<file path="config.mk">
export PLATFORM = sky130hd
export DESIGN_NAME = sbe_controller
export DESIGN_NICKNAME = d
export VERILOG_FILES = /design/src/sbe_pkg.sv /design/src/sbe_controller.sv
export SDC_FILE = /design/constraint.sdc
export NUM_CORES = 1
export LEC_CHECK = 0
export ABC_AREA = 1
export BUFFER_PORTS_ARGS = -buffer_cell sky130_fd_sc_hd__buf_2
export CAP_MARGIN = 30
export CORE_MARGIN = 3
export CORE_UTILIZATION = 30
export DETAILED_ROUTE_END_ITERATION = 12
export PLACE_DENSITY_LB_ADDON = 0.15
export SYNTH_ARGS = -nofsm -noshare
export SYNTH_HDL_FRONTEND = slang
export SYNTH_SLANG_ARGS = --single-unit
</file>
<file path="constraint.sdc">
create_clock -name clk -period 1.5 [get_ports clk]
set_input_delay 0.15 -clock clk [delete_from_list [all_inputs] [get_ports clk]]
set_output_delay 0.15 -clock clk [all_outputs]
set_load 0.1 [all_outputs]
</file>
<file path="src/sbe_pkg.sv">
// ----------------------------------------------------------------------------
// sbe_pkg: shared types and constants of the stack bytecode execute unit
// Holds opcode and status codes, payload structs and the controller/datapath
// command and status structs.
// ----------------------------------------------------------------------------
package sbe_pkg;

    localparam int STACK_DEPTH  = 64;
    localparam int GLOBAL_COUNT = 256;
    localparam int SP_W  = $clog2(STACK_DEPTH + 1);
    localparam int SA_W  = $clog2(STACK_DEPTH);
    localparam int GA_W  = $clog2(GLOBAL_COUNT);

    localparam logic [7:0] OP_CONST_INT   = 8'd0;
    localparam logic [7:0] OP_CONST_TRUE  = 8'd1;
    localparam logic [7:0] OP_CONST_FALSE = 8'd2;
    localparam logic [7:0] OP_ADD         = 8'd3;
    localparam logic [7:0] OP_SUB         = 8'd4;
    localparam logic [7:0] OP_MUL         = 8'd5;
    localparam logic [7:0] OP_DIV         = 8'd6;
    localparam logic [7:0] OP_EQ          = 8'd7;
    localparam logic [7:0] OP_LT          = 8'd8;
    localparam logic [7:0] OP_LOAD        = 8'd9;
    localparam logic [7:0] OP_STORE       = 8'd10;
    localparam logic [7:0] OP_JUMP        = 8'd11;
    localparam logic [7:0] OP_JUMP_IF_Z   = 8'd12;
    localparam logic [7:0] OP_PRINT       = 8'd13;
    localparam logic [7:0] OP_INPUT       = 8'd14;
    localparam logic [7:0] OP_POP         = 8'd15;
    localparam logic [7:0] OP_HALT        = 8'd16;

    localparam logic [2:0] ST_OK      = 3'd0;
    localparam logic [2:0] ST_UNDER   = 3'd1;
    localparam logic [2:0] ST_DIVZ    = 3'd2;
    localparam logic [2:0] ST_UNKNOWN = 3'd3;
    localparam logic [2:0] ST_HALT    = 3'd4;
    localparam logic [2:0] ST_OVER    = 3'd5;
    localparam logic [2:0] ST_ADDR    = 3'd6;

    typedef struct packed {
        logic              req_type;
        logic              clear_globals;
        logic [7:0]        opcode;
        logic signed [31:0] immediate;
        logic [15:0]       pc_after;
        logic signed [31:0] input_value;
    } in_item_t;

    typedef struct packed {
        logic [15:0]       next_pc;
        logic              print_valid;
        logic signed [31:0] print_value;
        logic [2:0]        status;
        logic [6:0]        stack_count;
    } out_item_t;

    // Commands from the controller to the datapath.
    typedef struct packed {
        logic load_item;   // capture input item
        logic rd_top;      // capture stack[sp-1] into b, issue read of stack[sp-2]
        logic rd_a;        // read stack[sp-2] into a
        logic rd_glob;     // read global into r
        logic calc;        // compute result word
        logic div_start;   // start divider
        logic push;        // write r at stack[sp], sp+1
        logic bin_wr;      // write r at stack[sp-2], sp-1
        logic pop;         // sp-1
        logic glob_wr;     // write b into global
        logic clr_start;   // clear all global valid bits at once
        logic clr_step;    // not used by the datapath
        logic finish;      // build result from status
        logic [2:0] st;    // status to report on finish
        logic jump;        // use jump target
        logic print;       // print b
        logic start_run;   // start item: sp and fault cleared
    } ctl_cmd_t;

    typedef struct packed {
        logic [7:0]  opcode;
        logic        req_type;
        logic        clear_globals;
        logic        fault;
        logic        sp_lt1;
        logic        sp_lt2;
        logic        sp_full;
        logic        addr_bad;
        logic        b_zero;
        logic        div_done;
        logic        clr_done;
    } dp_status_t;

endpackage

</file>
<file path="src/sbe_controller.sv">
// ----------------------------------------------------------------------------
// sbe_controller: sequencing state machine
// Steps each item through stack reads, compute and write-back, and holds the
// result until the receiver takes it.
// ----------------------------------------------------------------------------
module sbe_controller
(
    input  logic                clk,
    input  logic                rst_n,
    input  logic                in_valid,
    output logic                in_ready,
    output logic                out_valid,
    input  logic                out_ready,
    input  sbe_pkg::dp_status_t stat,
    output sbe_pkg::ctl_cmd_t   cmd
);

    typedef enum logic [3:0] {
        S_IDLE, S_DECODE, S_RD_B, S_RD_A, S_WAIT_A, S_MUL, S_DIV, S_CALC,
        S_GLOB, S_WRITE, S_DONE, S_OUT
    } state_t;

    state_t state_reg, state_next;
    logic   out_valid_reg, out_valid_next;
    logic [2:0] st_reg, st_next;
    logic   jump_reg, jump_next, print_reg, print_next;
    logic   binop, pushop, popop;

    assign binop  = stat.opcode inside {[sbe_pkg::OP_ADD:sbe_pkg::OP_LT]};
    assign pushop = stat.opcode inside {sbe_pkg::OP_CONST_INT, sbe_pkg::OP_CONST_TRUE,
                                        sbe_pkg::OP_CONST_FALSE, sbe_pkg::OP_LOAD,
                                        sbe_pkg::OP_INPUT};
    assign popop  = stat.opcode inside {sbe_pkg::OP_STORE, sbe_pkg::OP_JUMP_IF_Z,
                                        sbe_pkg::OP_PRINT, sbe_pkg::OP_POP};

    always_comb
    begin
        state_next     = state_reg;
        out_valid_next = out_valid_reg;
        st_next        = st_reg;
        jump_next      = jump_reg;
        print_next     = print_reg;
        cmd            = '0;
        cmd.st         = st_reg;
        cmd.jump       = jump_reg;
        cmd.print      = print_reg;
        if (out_valid_reg && out_ready)
            out_valid_next = 1'b0;
        case (state_reg)
            S_IDLE:
            begin
                if (in_valid)
                begin
                    cmd.load_item = 1'b1;
                    state_next    = S_DECODE;
                end
            end
            S_DECODE:
            begin
                st_next    = sbe_pkg::ST_OK;
                jump_next  = 1'b0;
                print_next = 1'b0;
                state_next = S_DONE;
                if (stat.req_type)
                begin
                    cmd.start_run = 1'b1;
                    cmd.clr_start = stat.clear_globals;
                end
                else if (stat.fault)
                    st_next = sbe_pkg::ST_HALT;
                else if (binop)
                begin
                    if (stat.sp_lt2) st_next = sbe_pkg::ST_UNDER;
                    else state_next = S_RD_B;
                end
                else if (pushop)
                begin
                    if (stat.opcode == sbe_pkg::OP_LOAD && stat.addr_bad)
                        st_next = sbe_pkg::ST_ADDR;
                    else if (stat.sp_full)
                        st_next = sbe_pkg::ST_OVER;
                    else if (stat.opcode == sbe_pkg::OP_LOAD)
                        state_next = S_GLOB;
                    else
                        state_next = S_CALC;
                end
                else if (popop)
                begin
                    if (stat.sp_lt1) st_next = sbe_pkg::ST_UNDER;
                    else if (stat.opcode == sbe_pkg::OP_STORE && stat.addr_bad)
                        st_next = sbe_pkg::ST_ADDR;
                    else state_next = S_RD_B;
                end
                else if (stat.opcode == sbe_pkg::OP_JUMP)
                    jump_next = 1'b1;
                else if (stat.opcode == sbe_pkg::OP_HALT)
                    st_next = sbe_pkg::ST_HALT;
                else
                    st_next = sbe_pkg::ST_UNKNOWN;
            end
            S_RD_B:
            begin
                // Read data of stack[sp-1] is available now; the read of
                // stack[sp-2] is issued in the same cycle.
                cmd.rd_top = 1'b1;
                if (binop)
                    state_next = S_RD_A;
                else
                    state_next = S_WAIT_A;
            end
            S_RD_A:
            begin
                cmd.rd_a   = 1'b1;
                state_next = S_WAIT_A;
            end
            S_WAIT_A:
            begin
                if (binop)
                begin
                    if (stat.opcode == sbe_pkg::OP_DIV)
                    begin
                        if (stat.b_zero)
                        begin
                            st_next    = sbe_pkg::ST_DIVZ;
                            state_next = S_DONE;
                        end
                        else
                        begin
                            cmd.div_start = 1'b1;
                            state_next    = S_DIV;
                        end
                    end
                    else
                        state_next = S_MUL;
                end
                else
                begin
                    cmd.pop = 1'b1;
                    if (stat.opcode == sbe_pkg::OP_STORE) cmd.glob_wr = 1'b1;
                    if (stat.opcode == sbe_pkg::OP_PRINT) print_next = 1'b1;
                    if (stat.opcode == sbe_pkg::OP_JUMP_IF_Z) jump_next = stat.b_zero;
                    state_next = S_DONE;
                end
            end
            S_MUL:
            begin
                state_next = S_CALC;
            end
            S_DIV:
            begin
                if (stat.div_done) state_next = S_CALC;
            end
            S_CALC:
            begin
                cmd.calc   = 1'b1;
                state_next = S_WRITE;
            end
            S_GLOB:
            begin
                cmd.rd_glob = 1'b1;
                state_next  = S_WRITE;
            end
            S_WRITE:
            begin
                if (binop) cmd.bin_wr = 1'b1;
                else cmd.push = 1'b1;
                state_next = S_DONE;
            end
            S_DONE:
            begin
                // Waits here while an earlier result is still held.
                if (!out_valid_reg || out_ready)
                begin
                    cmd.finish     = 1'b1;
                    out_valid_next = 1'b1;
                    state_next     = S_OUT;
                end
            end
            S_OUT:
            begin
                state_next = S_IDLE;
            end
            default:
            begin
                state_next = S_IDLE;
            end
        endcase
    end

    always_ff @(posedge clk or negedge rst_n)
    begin
        if (!rst_n)
        begin
            state_reg     <= S_IDLE;
            out_valid_reg <= 1'b0;
            st_reg        <= sbe_pkg::ST_OK;
            jump_reg      <= 1'b0;
            print_reg     <= 1'b0;
        end
        else
        begin
            state_reg     <= state_next;
            out_valid_reg <= out_valid_next;
            st_reg        <= st_next;
            jump_reg      <= jump_next;
            print_reg     <= print_next;
        end
    end

    assign in_ready  = (state_reg == S_IDLE);
    assign out_valid = out_valid_reg;

    assert property (@(posedge clk) disable iff (!rst_n)
        (in_valid && in_ready) |=> (state_reg == S_DECODE))
        else $error("accepted transaction did not start decode");
    assert property (@(posedge clk) disable iff (!rst_n)
        cmd.finish |=> out_valid)
        else $error("finished transaction produced no result");
    assert property (@(posedge clk) disable iff (!rst_n)
        (out_valid && !out_ready) |=> out_valid)
        else $error("result dropped while stalled");

endmodule

</file>
==> impl_metrics.json <==
{
  "hold_violations": 0,
  "wl_per_cell_um": 11.0,
  "finalWorstSetupSlack_ps": -183,
  "largest_register_ffs": 4,
  "nets": 271,
  "crit_arrival_ps": 1530,
  "grt_max_degree": 11,
  "netlist_area_sq_um": 1100,
  "place_congestion": 0.867,
  "vias": 1378,
  "port_buffers": 40,
  "hp-class": "in2reg",
  "clockRootBuffer": "clkbuf_8",
  "drt_iter0_markers": 35,
  "h-tree-depth": 1,
  "maxCapViolCount": 0,
  "dieWidth_um": 66.5,
  "period_needed_ps": 1680,
  "synth_top_cell_area_share": 0.228,
  "vias_per_cell": 4.69,
  "final_layout_size_suffix_gt1_frac": 0.472,
  "end_kind": "output port",
  "dieArea_sq_um": 4420,
  "start_util": 0.319,
  "path_clk_slew_ps": 50,
  "num_io_pins": 43,
  "grt_overflow_total": 0,
  "cp-start-kind": "register",
  "clkLatencyLatePin_ps": 240,
  "setup-violations-final": 10,
  "grt_use_total": 0.163,
  "final_area_sq_um": 1910,
  "cts_made_buffers": 3,
  "ant_nets": 0,
  "syn_inst": 188,
  "grt_pass1_vias": 1361,
  "synth.ff_latch_count": 10,
  "cp_max_fo": 3,
  "cts_sinks": 10,
  "pwr_density_cell_nw_per_um2": 1870,
  "avgSynthCellArea_sq_um": 5.84,
  "placed_area_sq_um": 1700,
  "critPathKind": "reg2out",
  "p_leak_nw": 0.938,
  "ir_drop_uv": 500,
  "rsz0062_at_grt": "yes",
  "post-dp-hpwl_um": 2610,
  "clock.fmax_mhz": 594,
  "outcome": "finished, violations left",
  "drc": 0,
  "core_sq_um": 3440,
  "clock_path_buffers": 2,
  "n_antenna_cell": 0,
  "syn-num-nets": 210,
  "grt_pass1_wl_um": 5660,
  "synthToLayoutAreaGrowth_pct": 74.0,
  "power_w": 0.00358,
  "drt-total-wl_um": 3240,
  "dr.pass1.iters": 4,
  "maxSlewViolCount": 0,
  "ys_types": 28,
  "cts_tree": "done",
  "seq_area_frac_synth": 0.228,
  "synth_area_leaders": "dfrtp_1, nand2_1, nor2_1",
  "die_y_um": 66.5,
  "post-route-period-util": 1.12,
  "violations": "negative setup slack",
  "yosys.area.top_type": "dfrtp_1",
  "rows": 21,
  "skew_ps": 1.27,
  "synth_warnings": 0,
  "cp.required_ps": 1350,
  "antenna_found_initial": 0
}
-- final timing paths --
| kind | startpoint | endpoint | slack [ps] | depth (start not counted) |
|---|---|---|---|---|
| setup / recovery | state_reg[0]$_DFFE_PN0P_ | cmd[13] | -180 | 8 |
| hold reg to reg | st_reg[0]$_DFFE_PN0P_ | st_reg[0]$_DFFE_PN0P_ | 480 | 2 |
| min in group asynchronous | rst_n | st_reg[2]$_DFFE_PN0P_ | 300 | 2 |
| hold / removal | stat[7] | st_reg[0]$_DFFE_PN0P_ | 210 | 4 |
| max in group asynchronous | rst_n | out_valid$_DFF_PN0_ | 990 | 2 |
| setup reg to reg | state_reg[0]$_DFFE_PN0P_ | st_reg[1]$_DFFE_PN0P_ | -30 | 10 |
-- placed cells by master (no fill, tap or decap), types with 3 or more instances in the layout --
| cell type | count |
|---|---|
| a21oi_1 | 5 |
| buf_12 | 15 |
| buf_2 | 26 |
| buf_4 | 14 |
| buf_6 | 3 |
| clkbuf_8 | 4 |
| dfrtp_1 | 9 |
| inv_1 | 22 |
| inv_2 | 15 |
| nand2_1 | 44 |
| nand2_2 | 7 |
| nand3_1 | 14 |
| nand4_1 | 5 |
| nor2_1 | 17 |
| nor2_2 | 6 |
| nor2_4 | 16 |
| o21ai_1 | 4 |
-- synthesized netlist by cell type --
cell type,instances
a21boi_2,1
a21oi_1,5
a31oi_1,1
a32o_1,1
buf_4,3
clkinv_1,1
conb_1,1
dfrtp_1,10
inv_1,24
inv_2,13
nand2_1,48
nand2_2,4
nand3_1,14
nand3_2,2
nand4_1,5
nor2_1,32
nor2_2,5
nor2_4,2
nor2_8,1
nor3_1,1
nor3_2,1
o2111ai_1,1
o211a_1,1
o21ai_0,2
o21ai_1,4
o21ai_2,3
o221ai_1,1
or2_0,1
-- report_power, final --
group          internal, W  leakage, nW  switching (W)
Sequential        0.000391        0.127      0.0000665
Combinational     0.000893        0.782        0.00189
Clock             0.000231       0.0288       0.000107
-- critical path, stage by stage, from the launching register on --
cell and delay, ps:
dfrtp_1 380, nor2_2 170, inv_2 70, nor2_4 100, inv_2 60, nor2_2 90
inv_2 60, nor3_4 150, buf_12 200
-- routing by layer --
layer / part of all wire / vias up / track usage
li1: - / 709 / -
met1: 0.41 / 623 / 0.199
met2: 0.53 / 42 / 0.291
met3: 0.044 / 4 / 0.0101
met4: 0.015 / 0 / 0.0685
met5: 0 / - / 0
-- final cells by class --
type / instances / area [sq um]
multi-input cells: 137 / 823
well taps: 46 / 57.6
clock buffers: 4 / 55.1
fillers: 353 / 1530
repair buffers: 59 / 579
flip-flops and latches: 10 / 251
inverters: 38 / 143
-- cell families after synthesis --
kind of cell | Yosys count | share of synthesized area
compound gates | 20 | 0.124
buf+inv | 41 | 0.151
flops | 10 | 0.228
other cells | 1 | 0.00342
simple gates | 116 | 0.494
-- per-stage QoR --
stage               setup TNS (ps)  hold slack, ps   util  setup WS, ps  cells
floorplan                    -2190            -146      -          -577    188
global placement                 0            22.7  0.493          33.2    278
detailed placement               0            25.7  0.493          35.5    278
CTS                           -516             208  0.531          -223    290
global route                 -1810             232  0.555          -260    294
finish                        -523             209  0.555          -183    294
-- what timing repair did --
item	4_1_cts	5_1_grt
endpoints found under the hold margin	10	0
setup buffers	7	5
endpoints found under the setup margin	7	19
pin swaps	6	6
hold buffers	1	0
resized for setup	6	13
Power figures use the tool's default switching activity.
